<file path="src/hdl/prt_pkg.sv">
`default_nettype none
// ----------------------------------------------------------------------------
// prt_pkg - shared definitions of the prefix routing table
// Opcodes, status codes, field widths and the records passed between cells.
// ----------------------------------------------------------------------------
package prt_pkg;

	localparam int TABLE_DEPTH_DEF = 16;

	localparam int OPC_W   = 2;
	localparam int ADDR_W  = 32;
	localparam int STAT_W  = 2;
	localparam int COUNT_W = 5;

	localparam logic [OPC_W-1:0] OP_INSERT = 2'd0;
	localparam logic [OPC_W-1:0] OP_REMOVE = 2'd1;
	localparam logic [OPC_W-1:0] OP_LOOKUP = 2'd2;

	localparam logic [STAT_W-1:0] ST_OK   = 2'd0;
	localparam logic [STAT_W-1:0] ST_DUP  = 2'd1;
	localparam logic [STAT_W-1:0] ST_MISS = 2'd2;
	localparam logic [STAT_W-1:0] ST_FULL = 2'd3;

	// Stream data widths, padded to whole bytes.
	localparam int IN_DATA_W  = 72;
	localparam int OUT_DATA_W = 72;

	// One stored route.
	typedef struct packed {
		logic              valid;
		logic [ADDR_W-1:0] network;
		logic [ADDR_W-1:0] netmask;
	} entry_t;

	// Scan record handed from cell to cell.
	typedef struct packed {
		logic              hit;     // a matching entry was seen upstream
		logic              passed;  // the insert position lies upstream
		logic [ADDR_W-1:0] network;
		logic [ADDR_W-1:0] netmask;
	} token_t;

	// Table update command broadcast to all cells.
	typedef struct packed {
		logic ins;
		logic rem;
	} cmd_t;

endpackage : prt_pkg
`default_nettype wire

</file>
<file path="src/hdl/prt_cell.sv">
`default_nettype none
// ----------------------------------------------------------------------------
// prt_cell - one slot of the routing table
// Holds one route, compares it with the request, forwards the scan record and
// shifts its entry from a neighbor, or takes the new route, when an insert or remove is committed.
// ----------------------------------------------------------------------------
module prt_cell (
	input  wire                          clk,
	input  wire                          arst_n,
	input  wire [prt_pkg::OPC_W-1:0]     req_op,
	input  wire [prt_pkg::ADDR_W-1:0]    req_addr,
	input  wire [prt_pkg::ADDR_W-1:0]    req_mask,
	input  prt_pkg::cmd_t                cmd,
	input  prt_pkg::entry_t              left_entry,
	input  prt_pkg::entry_t              right_entry,
	input  prt_pkg::token_t              tok_in,
	output prt_pkg::token_t              tok_out,
	output prt_pkg::entry_t              entry
);
	import prt_pkg::*;

	entry_t entry_q;
	token_t tok_q;
	logic   exact;
	logic   look_hit;
	logic   hit_local;
	logic   at_pos;
	token_t tok_next;

	always_comb begin
		exact     = entry_q.valid && (entry_q.network == req_addr) &&
		            (entry_q.netmask == req_mask);
		look_hit  = entry_q.valid && (entry_q.network == (req_addr & entry_q.netmask));
		hit_local = ((req_op == OP_INSERT || req_op == OP_REMOVE) && exact) ||
		            ((req_op == OP_LOOKUP) && look_hit);
		// Entries are contiguous, so the first empty slot also qualifies.
		at_pos    = !tok_in.passed && (!entry_q.valid || (entry_q.netmask <= req_mask));

		tok_next.hit    = tok_in.hit || hit_local;
		tok_next.passed = tok_in.passed || at_pos;
		if (tok_in.hit) begin
			tok_next.network = tok_in.network;
			tok_next.netmask = tok_in.netmask;
		end else if (hit_local) begin
			tok_next.network = entry_q.network;
			tok_next.netmask = entry_q.netmask;
		end else begin
			tok_next.network = '0;
			tok_next.netmask = '0;
		end
	end

	always_ff @(posedge clk) begin
		tok_q <= tok_next;
	end

	always_ff @(posedge clk or negedge arst_n) begin
		if (!arst_n) begin
			entry_q <= '0;
		end else if (cmd.ins) begin
			if (at_pos) begin
				entry_q.valid   <= 1'b1;
				entry_q.network <= req_addr;
				entry_q.netmask <= req_mask;
			end else if (tok_in.passed) begin
				entry_q <= left_entry;
			end
		end else if (cmd.rem) begin
			if (tok_in.hit || hit_local) begin
				entry_q <= right_entry;
			end
		end
	end

	assign tok_out = tok_q;
	assign entry   = entry_q;

endmodule : prt_cell
`default_nettype wire

</file>
<file path="config.mk">
export PLATFORM = sky130hd
export DESIGN_NAME = prt_cell
export DESIGN_NICKNAME = d
export VERILOG_FILES = /design/src/hdl/prt_pkg.sv /design/src/hdl/prt_cell.sv
export SDC_FILE = /design/constraint.sdc
export NUM_CORES = 1
export LEC_CHECK = 0
export ABC_AREA = 1
export BUFFER_PORTS_ARGS = -buffer_cell sky130_fd_sc_hd__buf_2
export CAP_MARGIN = 10
export CORE_MARGIN = 4
export CORE_UTILIZATION = 35
export DETAILED_ROUTE_END_ITERATION = 10
export GPL_TIMING_DRIVEN = 0
export PLACE_DENSITY_LB_ADDON = 0.08
export SLEW_MARGIN = 10
export SYNTH_ARGS = -nofsm -noshare
export SYNTH_HDL_FRONTEND = slang
export SYNTH_SLANG_ARGS = --single-unit
</file>
<file path="constraint.sdc">
create_clock -name clk -period 6.5 [get_ports clk]
set_input_delay 0.65 -clock clk [delete_from_list [all_inputs] [get_ports clk]]
set_output_delay 0.65 -clock clk [all_outputs]
set_load 0.02 [all_outputs]
</file>
=== Word level (Yosys, flattened, before mapping) ===
Index checks and enable logic that the tools add are counted.

* $lt $le $gt $ge: 1
* Equal/unequal tests: 6
* Multiplexer cells: 7
* Bitwise logic cells: 1
* Reduce and logical (&&, ||, !) cells: 17

{| class="wikitable"
|+ Operators with widths
! operator !! count
|-
| $mux 65 || 5
|-
| $mux 64 || 2
|-
| $eq 32x32->1 || 3
|-
| $and 32x32->32 || 1
|-
| $le 32x32->1 || 1
|-
| $logic_and 1x1->1 || 6
|-
| $logic_or 1x1->1 || 5
|-
| $reduce_bool 2->1 || 2
|-
| $ne 3x1->1 const B || 1
|-
| $reduce_and 3->1 || 1
|-
| $eq 2x1->1 const B || 1
|-
| $eq 2x2->1 const B || 1
|-
| $logic_not 1->1 || 2
|-
| $logic_not 2->1 || 1
|}

* Bits in registers: 131
* Input port bits: 266
* Output and inout bits: 131
* Word-level logic and storage cells: 39

=== Depth between registers and ports, before layout ===
Gate-level depths: netlist (run 1).

* Depth after elaboration: 9
* Gate-level depth with buffers: 20
* Gate-level depth less buffers: 18

=== Least setup slack after synthesis (run 1) ===
Ideal clock, no wire load.

* Kind: input -> register
* From: input req_mask[31] (netlist bit)
* To: register entry_q, in the netlist entry[45]
* Setup time: 0.117 ns
* Arrival time: 2.293 ns
* Required time: 6.383 ns
* Path slack: 4.090 ns
* Cell stages on the path: 18
* Path buffers: 2
* Cells stage by stage: inv_1 > ha_1 > nand2_1 > nor2_1 > nand2_1 > inv_2 > nand2_2 > nor2_1 > nand2_1 > nand2_1 > o21bai_1 > or2_4 > nand2_4 > nand2_2 > buf_6 > buf_6 > nand2_1 > nand2_1

* Word-level cells in the longest chain between the ends: 7
* Elaborated cells on any way between the ends: 13
* Classes of those cells: 1 x order compare; 2 x eq/ne; 2 x mux; 8 x reduce/logical

{| class="wikitable"
|+ Ends and longest elaborated chain
! element !! RTL line !! text
|-
| start: declaration || prt_cell.sv:12 || <nowiki>input wire [prt_pkg::ADDR_W-1:0] req_mask,</nowiki>
|-
| branches (longest 7 deep; another with $le 32x32->1) || - ||
|-
| end signal: assignment || prt_cell.sv:66 || <nowiki>entry_q <= left_entry;</nowiki>
|-
| end signal: assignment || prt_cell.sv:70 || <nowiki>entry_q <= right_entry;</nowiki>
|-
| end: declaration || prt_cell.sv:22 || <nowiki>entry_t entry_q;</nowiki>
|}

Parallel ways; which one is timed is not known.
A chain may end at the register's enable or synchronous reset.

==> impl_metrics.json, run 1 <==
{
  "status": "finished, final reports clean",
  "synth_cell_type_count": 23,
  "clockBufferDepth": 2,
  "finalMaxSlewViolations": 0,
  "muxShareOfSynthArea_pct": 0,
  "die_area_mm2": 0.0281,
  "finalSetupTns_ns": 0,
  "post_drt_via_cell_ratio": 4.76,
  "setup_slack_ns": 3.26,
  "path_max_fanout": 10,
  "worst-setup-path-type": "flop to flop",
  "synth_area_leaders": "nand2_1, dfrtp_1, nand3_1, dfxtp_1, inv_1",
  "peakVddDrop_mv": 0.120,
  "track_usage_pct": 26.4,
  "clock_skew_ns": 0.0134,
  "drt_iter0_drc": 680,
  "yosys_warnings": 0,
  "clkLatencyLatePin_ns": 0.43,
  "num_io_pins": 397,
  "clk_pin_slew_ns": 0.07,
  "critPathLaunchType": "flop",
  "max_freq_mhz": 308,
  "num_rows": 58,
  "wire_per_inst_um": 16.8,
  "pwr_density_cell_mw_per_mm2": 258,
  "syn_inst": 1493,
  "drv_cap": 0,
  "area_delta_synth_final_pct": 34.0,
  "synthesis.nets": 1791,
  "place.gp.congestion": 0.872,
  "crit_required_ns": 6.87,
  "antenna_found_initial": 4,
  "dpl.hpwl_mm": 29.3,
  "fin_crit_ns": 3.24,
  "grt_pass1_wl_mm": 58.1,
  "worst_setup_path_end_kind": "flop",
  "rsz0062_at_grt": "false",
  "cts_inserted_buffers": 17,
  "die_w_um": 168,
  "overflow": 0,
  "most-common-layout-cells": "nand2_1, buf_2, nand3_1",
  "cts_tree": "done",
  "cts_sinks": 131,
  "finalSetupViolations": 0,
  "ctsHoldBuffers": 0,
  "async_reset_ff_share_pct": 49.6,
  "grt_max_degree": 37,
  "cts_root_buffer": "clkbuf_16",
  "synth_seq_cells": 131,
  "synthFlopType": "dfxtp_1",
  "yosys.area.top_type": "nand2_1",
  "io_buffer_count": 396,
  "worstPathArrival_ns": 3.61,
  "final_common_cell": "nand2_1",
  "relSlewSlack_pct": 38.7,
  "ctsResizeCount": 0,
  "synth_top_area_share_pct": 29.1,
  "finalNetCount": 2207,
  "synth_adder_area_share_pct": 4.49,
  "start_util_pct": 35.5,
  "die_height_um": 168,
  "synth_seq_area_share_pct": 33.0,
  "cts_setup_buffers": 0,
  "fin_crit_sh_pct": 49.9,
  "synth_compound_area_share_pct": 1.01,
  "synthSimpleGateAreaFrac_pct": 48.5,
  "dr.pass1.iters": 5,
  "drive_gt1_share_pct": 25.1,
  "yosys.area_share.xor_xnor_pct": 0.786,
  "avgSynthCellArea_um2": 5.97,
  "worstMarginPinSlew_ns": 0.920,
  "synth_edf_count": 0,
  "drcViolationCount": 0,
  "dr_total_vias": 10727,
  "routed_wl_mm": 37.8,
  "final_antenna_net_count": 0,
  "hold_class": "input pin to async pin",
  "core-area_mm2": 0.0251,
  "pre_cts_slack_ns": 3.13,
  "htreeDepth": 4,
  "leakage_nw": 7.46,
  "synth_top_family_by_area": "simple AND/OR/NAND/NOR gates",
  "grt_pass1_vias": 10384,
  "syn_area_mm2": 0.00892,
  "hold_viol": 0
}
[layer usage]
metal	part of all wire (%)	track usage, %
met1	43	34.6
met4	2.1	7.90
met5	0.032	0
met3	8.0	5.43
met2	46	44.0
[flip-flops by register name, summed over array words and instances (netlist names)]
signal   count
tok_out     66
entry       65
[worst max-delay path, cell delays in order, from the launching register on]
cell     delay, ns
dfrtp_1       0.50
ha_1          0.36
nand2_1       0.10
nor2_1        0.23
nand4_1       0.21
nor3_1        0.39
nand4_1       0.22
nand2_1       0.55
buf_2         0.36
nand3_1       0.15
nand2_1       0.10
[where the power goes]
group          internal (mW)  switching, mW
registers              0.905          0.173
clock network          0.625          0.406
logic                  0.360          0.612
[logic make-up after synthesis]
group,after synthesis
adder cells (fa/ha/maj),32
XOR/XNOR,8
flip-flops,131
AO/OA/AOI/OAI,16
AND/OR/NAND/NOR,1048
buffers and inverters,258
[synth_stat cells (2+ instances only)]
cell type and count:
nor3_1 2, nand2_1 691, ha_1 32, inv_1 170, clkbuf_1 33, buf_1 4
buf_6 11, nand3_1 291, dfrtp_1 65, dfxtp_1 66, xor2_1 8, inv_2 12
buf_2 27, nor2_1 58, a21o_1 3, nand2_2 2, a21oi_1 11, nand4_1 2
[worst paths after layout]
kind / startpoint / end / slack (ns) / depth (start not counted)
min: arst_n / entry[16] / 0.16 / 1
max: entry[15] / tok_out[3] / 3.26 / 10
max in group asynchronous: arst_n / entry[42] / 5.76 / 2
max reg2reg: entry[15] / tok_out[3] / 3.26 / 10
min reg2reg: entry[38] / entry[38] / 0.63 / 2
min in group clk: tok_in[21] / tok_out[21] / 0.42 / 3
[stage by stage]
stage	utilization [%]	cell area (µm²)	instances	power, mW	hold slack (ns)
final	47.6	12000	2255	3.08	0.163
after floorplan	-	8920	1493	1.65	0.354
after CTS	47.6	11900	2252	3.10	0.168
after detailed placement	45.2	11300	2220	2.07	0.606
after global placement	45.1	11300	2219	2.05	0.592
after global routing	47.6	12000	2255	3.28	0.189
[area by class of cell]
type                    count  area (µm²)
diodes                      3        7.51
plain buffers              76         405
clock buffers              20         457
clock inverters            12         155
fillers                  2786       13200
inverters                 182         683
multi-input cells        1104        4880
flip-flops and latches    131        2950
well taps                 330         413
repair buffers            397        2000
Power figures use the tool's default switching activity.
==> inputs of run 2 (changes only) <==
Clock period 6.5 ns to 3.05 ns, I/O delays scaled along.
==> impl_metrics.json, run 2 (same netlist as run 1, synthesis figures left out) <==
{
  "overflow": 0,
  "hold_class": "input pin to flop",
  "final_common_cell": "nand2_1",
  "finalPower_mw": 6.58,
  "critPathLaunchType": "flop",
  "drt_iter0_drc": 591,
  "die_w_um": 168,
  "max_freq_mhz": 347,
  "cp-startpoint": "entry[15]",
  "dr_total_vias": 10745,
  "r2r-start": "entry[15]",
  "final_antenna_net_count": 0,
  "relSlewSlack_pct": 38.2,
  "most-common-layout-cells": "nand2_1, buf_2, nand3_1",
  "cp_cell_sequence": "ha_1, nand2_1, nor2_2, nand4_1, nor3_2, nand4_1, nand3_1, nand2_1, buf_2, buf_2, nand3_1, nand2_1",
  "clkLatencyLatePin_ns": 0.43,
  "die_area_mm2": 0.0281,
  "fin_area_mm2": 0.0120,
  "htreeDepth": 4,
  "grt_pass1_vias": 10386,
  "hold_viol": 0,
  "drcViolationCount": 0,
  "num_io_pins": 397,
  "path_max_fanout": 10,
  "pwr_density_cell_mw_per_mm2": 549,
  "crit_required_ns": 3.36,
  "drive_gt1_share_pct": 25.3,
  "critPathMaxStageDelay_ns": 0.50,
  "placed_area_mm2": 0.0113,
  "clock_skew_ns": 0.0127,
  "cts_sinks": 131,
  "antenna_found_initial": 4,
  "io_buffer_count": 396,
  "cts_setup_buffers": 0,
  "worstPathArrival_ns": 3.19,
  "wire_per_inst_um": 16.8,
  "largest_reg_flops": 66,
  "grt_pass1_wl_mm": 58.1,
  "cts_root_buffer": "clkbuf_16",
  "crit_slowest_cell": "dfrtp_1",
  "fin_crit_sh_pct": 94.4,
  "drv_cap": 0,
  "crit_top_cell": "nand2_1",
  "peakVddDrop_mv": 0.255,
  "worstMarginPinSlew_ns": 0.926,
  "status": "finished, final reports clean",
  "cts_inserted_buffers": 17,
  "routed_wl_mm": 37.9,
  "grt_max_degree": 37,
  "place.gp.congestion": 0.872,
  "finalMaxSlewViolations": 0,
  "cts_tree": "done",
  "start_util_pct": 35.5,
  "finalNetCount": 2208,
  "worst_setup_path_end_kind": "flop",
  "cp-endpoint": "entry[33]",
  "worst-setup-path-type": "flop to flop",
  "finalSetupViolations": 0,
  "ff2ff_path_depth": 12,
  "dr.pass1.iters": 7,
  "reg2reg_slack_ns": 0.17,
  "clockBufferDepth": 2,
  "dp.cells": 2220,
  "fin_crit_ns": 2.88,
  "r2r-end": "entry[33]",
  "die_height_um": 168,
  "clk_pin_slew_ns": 0.07,
  "core-area_mm2": 0.0251,
  "stdcell_count": 2256,
  "track_usage_pct": 26.4,
  "rsz0062_at_grt": "false",
  "area_delta_synth_final_pct": 34.5,
  "num_rows": 58,
  "leakage_nw": 7.47,
  "post_drt_via_cell_ratio": 4.76,
  "dpl.hpwl_mm": 29.3
}
## run 2: changes by cell type in the layout (fill, tap and decap cells not counted)
cell,delta
buf_2,-8
buf_4,+1
clkbuf_4,+7
dlygate4sd3_1,+1
nand2_1,-1
nand2_2,+1
nor2_1,-1
nor2_2,+1
nor3_1,-1
nor3_2,+1
## run 2: how the worst min path moves through the flow
stage	startpoint	endpoint	slack, ns	depth (start not counted)
after detailed placement	arst_n	entry[16]	0.29	1
final	tok_in[21]	tok_out[21]	0.07	3
after global routing	tok_in[15]	tok_out[15]	0.07	3
after CTS	tok_in[48]	tok_out[48]	0.05	3
after floorplan	arst_n	entry[0]	0.009	0
after global placement	tok_in[26]	tok_out[26]	0.50	3
## run 2: area by class of cell
| class | count | area [µm²] |
|---|---|---|
| clock inverter | 12 | 155 |
| multi-input combinational | 1104 | 4890 |
| antenna | 3 | 7.51 |
| sequential | 131 | 2950 |
| inverter | 182 | 683 |
| tap | 330 | 413 |
| clock buffer | 20 | 457 |
| fill | 2787 | 13100 |
| buffer | 76 | 425 |
| timing repair buffer | 398 | 2010 |
## run 2: where the power goes
part	switching (mW)	internal, mW
Sequential	0.371	1.93
Clock	0.866	1.33
Combinational	1.31	0.776
Total	2.54	4.04
## run 2: metrics by stage
stage | hold slack [ns] | setup TNS (ns) | util (%) | setup slack [ns]
after floorplan | 0.00941 | 0 | - | 0.799
after global placement | 0.499 | -0.00462 | 45.1 | -0.00462
after detailed placement | 0.287 | -0.0631 | 45.2 | -0.0484
after CTS | 0.0511 | 0 | 47.6 | 0.0905
after global routing | 0.0684 | 0 | 47.8 | 0.00711
final | 0.0704 | 0 | 47.8 | 0.170
## run 2: per-layer routing
metal	wire length, µm	up-vias	global-route usage [%]
li1	-	5438	-
met1	16600	4822	34.6
met2	17600	435	44.0
met3	2900	48	5.43
met4	788	2	7.90
met5	12	-	0
## run 2: critical path: cells and delay by family (launching register included)
| family | cells | cell delay [ns] |
|---|---|---|
| flops | 1 | 0.50 |
| buf+inv | 2 | 0.49 |
| simple gates | 9 | 1.41 |
| fa+ha+maj | 1 | 0.36 |
## run 2: timing repair
action | 4_1_cts | 5_1_grt
hold endpoints to repair | 29 | 0
hold buffers | 1 | 0
resized for setup | 1 | 11
pin swaps | 0 | 1
endpoints found under the setup margin | 17 | 114
==> inputs of run 3 (changes only) <==
Settings changed: HOLD_SLACK_MARGIN set to 0.15.
==> impl_metrics.json, run 3 (same netlist as run 1, synthesis figures left out) <==
{
  "status": "finished, final reports clean",
  "fin_crit_sh_pct": 93.9,
  "dr.pass1.iters": 6,
  "relSlewSlack_pct": 38.7,
  "cts_setup_buffers": 0,
  "hold_viol": 0,
  "cts_inserted_buffers": 17,
  "drv_cap": 0,
  "dr_total_vias": 11052,
  "drcViolationCount": 0,
  "die_w_um": 168,
  "grt_max_degree": 37,
  "finalNetCount": 2271,
  "hold_class": "input pin to flop",
  "cp_cell_sequence": "ha_1, nand2_1, nor2_2, nand4_1, nor3_2, nand4_1, nand2_2, buf_2, nand3_1, nand2_1",
  "dp.cells": 2220,
  "io_buffer_count": 396,
  "worstPathArrival_ns": 3.23,
  "grt_pass1_wl_mm": 59.7,
  "final_util_pct": 50.3,
  "busiest_layer": "met2",
  "leakage_nw": 7.74,
  "antenna_found_initial": 4,
  "final_antenna_net_count": 0,
  "drt_iter0_drc": 670,
  "most-common-layout-cells": "nand2_1, buf_2, nand3_1",
  "clockBufferDepth": 2,
  "reg2reg_slack_ns": 0.19,
  "pwr_density_cell_mw_per_mm2": 527,
  "fin_area_mm2": 0.0126,
  "largest_reg_flops": 66,
  "peakVddDrop_mv": 0.255,
  "groute.layer.met3.usage_pct": 5.41,
  "num_io_pins": 397,
  "crit_required_ns": 3.42,
  "clkLatencyLatePin_ns": 0.43,
  "grt_util_met2_pct": 45.5,
  "die_height_um": 168,
  "htreeDepth": 4,
  "finalSetupViolations": 0,
  "rsz0062_at_grt": "false",
  "final_common_cell": "nand2_1",
  "max_freq_mhz": 349,
  "holdPathStages": 5,
  "ff2ff_path_depth": 10,
  "critPathLaunchType": "flop",
  "crit_slowest_cell": "dfrtp_1",
  "num_rows": 58,
  "grt_use_met1_pct": 35.1,
  "place.gp.congestion": 0.872,
  "finalSetupTns_ns": 0,
  "nFillCells": 2710,
  "routed_wl_mm": 38.8,
  "pre_cts_slack_ns": -0.0484,
  "worstMarginPinSlew_ns": 0.919,
  "start_util_pct": 35.5,
  "post_drt_via_cell_ratio": 4.77,
  "dpl.hpwl_mm": 29.3,
  "path_max_fanout": 10,
  "drive_gt1_share_pct": 24.5,
  "core-area_mm2": 0.0251,
  "worst-setup-path-type": "flop to flop",
  "wire_per_inst_um": 16.7,
  "stdcell_count": 2319,
  "worst-path-stages": 10,
  "setup_slack_ns": 0.186,
  "cts_sinks": 131,
  "path_delay_family": "simple AND/OR/NAND/NOR gates",
  "finalMaxSlewViolations": 0,
  "overflow": 0,
  "cts_tree": "done",
  "fin_crit_ns": 2.86,
  "placed_area_mm2": 0.0113,
  "critPathMaxStageDelay_ns": 0.50,
  "critPathBufInv": 1,
  "grt_pass1_vias": 10764,
  "track_usage_pct": 27.0,
  "cts_root_buffer": "clkbuf_16",
  "die_area_mm2": 0.0281,
  "clk_pin_slew_ns": 0.07,
  "area_delta_synth_final_pct": 41.6,
  "holdWs_ns": 0.163,
  "finalPower_mw": 6.65,
  "clock_skew_ns": 0.0128,
  "worst_setup_path_end_kind": "flop"
}
## run 3: cell count changes in the layout (fill, tap and decap cells not counted), sizes merged
cell / previous run / this run
dlygate4sd3: 1 / 64
## run 3: where the power goes
| group | total (mW) | leakage (nW) | switching (mW) | internal, mW |
|---|---|---|---|---|
| combinational | 2.15 | 6.09 | 1.32 | 0.829 |
| sequential | 2.30 | 1.35 | 0.371 | 1.93 |
| clock | 2.20 | 0.296 | 0.869 | 1.33 |
## run 3: metal layers
| layer | vias to the layer above | part of all wire (%) |
|---|---|---|
| met5 | - | 0.031 |
| met4 | 2 | 2.3 |
| met3 | 58 | 7.2 |
| met2 | 434 | 47 |
| met1 | 4995 | 44 |
| li1 | 5563 | - |
## run 3: layout make-up
class,count,area [µm²],area share (%)
clock inverter,12,155,1.23
clock buffer,20,457,3.62
multi-input combinational,1104,4890,38.8
antenna,3,7.51,0.0595
timing repair buffer,461,2650,20.9
tap,330,413,3.27
inverter,182,683,5.41
buffer,76,425,3.37
sequential,131,2950,23.3
## run 3: worst register-to-register path: cells and delay by family, from the launching register on
family                     cells  cell delay [ns]
adders and majority gates      1             0.35
DFF                            1             0.50
buffers and inverters          1             0.32
and+or+nand+nor                8             1.63
## run 3: path summary, 6_finish.rpt
check / from / endpoint
worst max-delay path: entry[15] / tok_out[3]
worst min-delay path: right_entry[44] / entry[44]
worst max register to register: entry[15] / tok_out[3]
worst min register to register: entry[38] / entry[38]
max in group asynchronous: arst_n / entry[42]
min in group asynchronous: arst_n / entry[16]
## run 3: timing repair
item,in CTS,in global routing
setup endpoints to repair,17,114
hold buffers,64,0
hold endpoints to repair,92,0
gates resized for setup,1,11
pin swaps,0,1
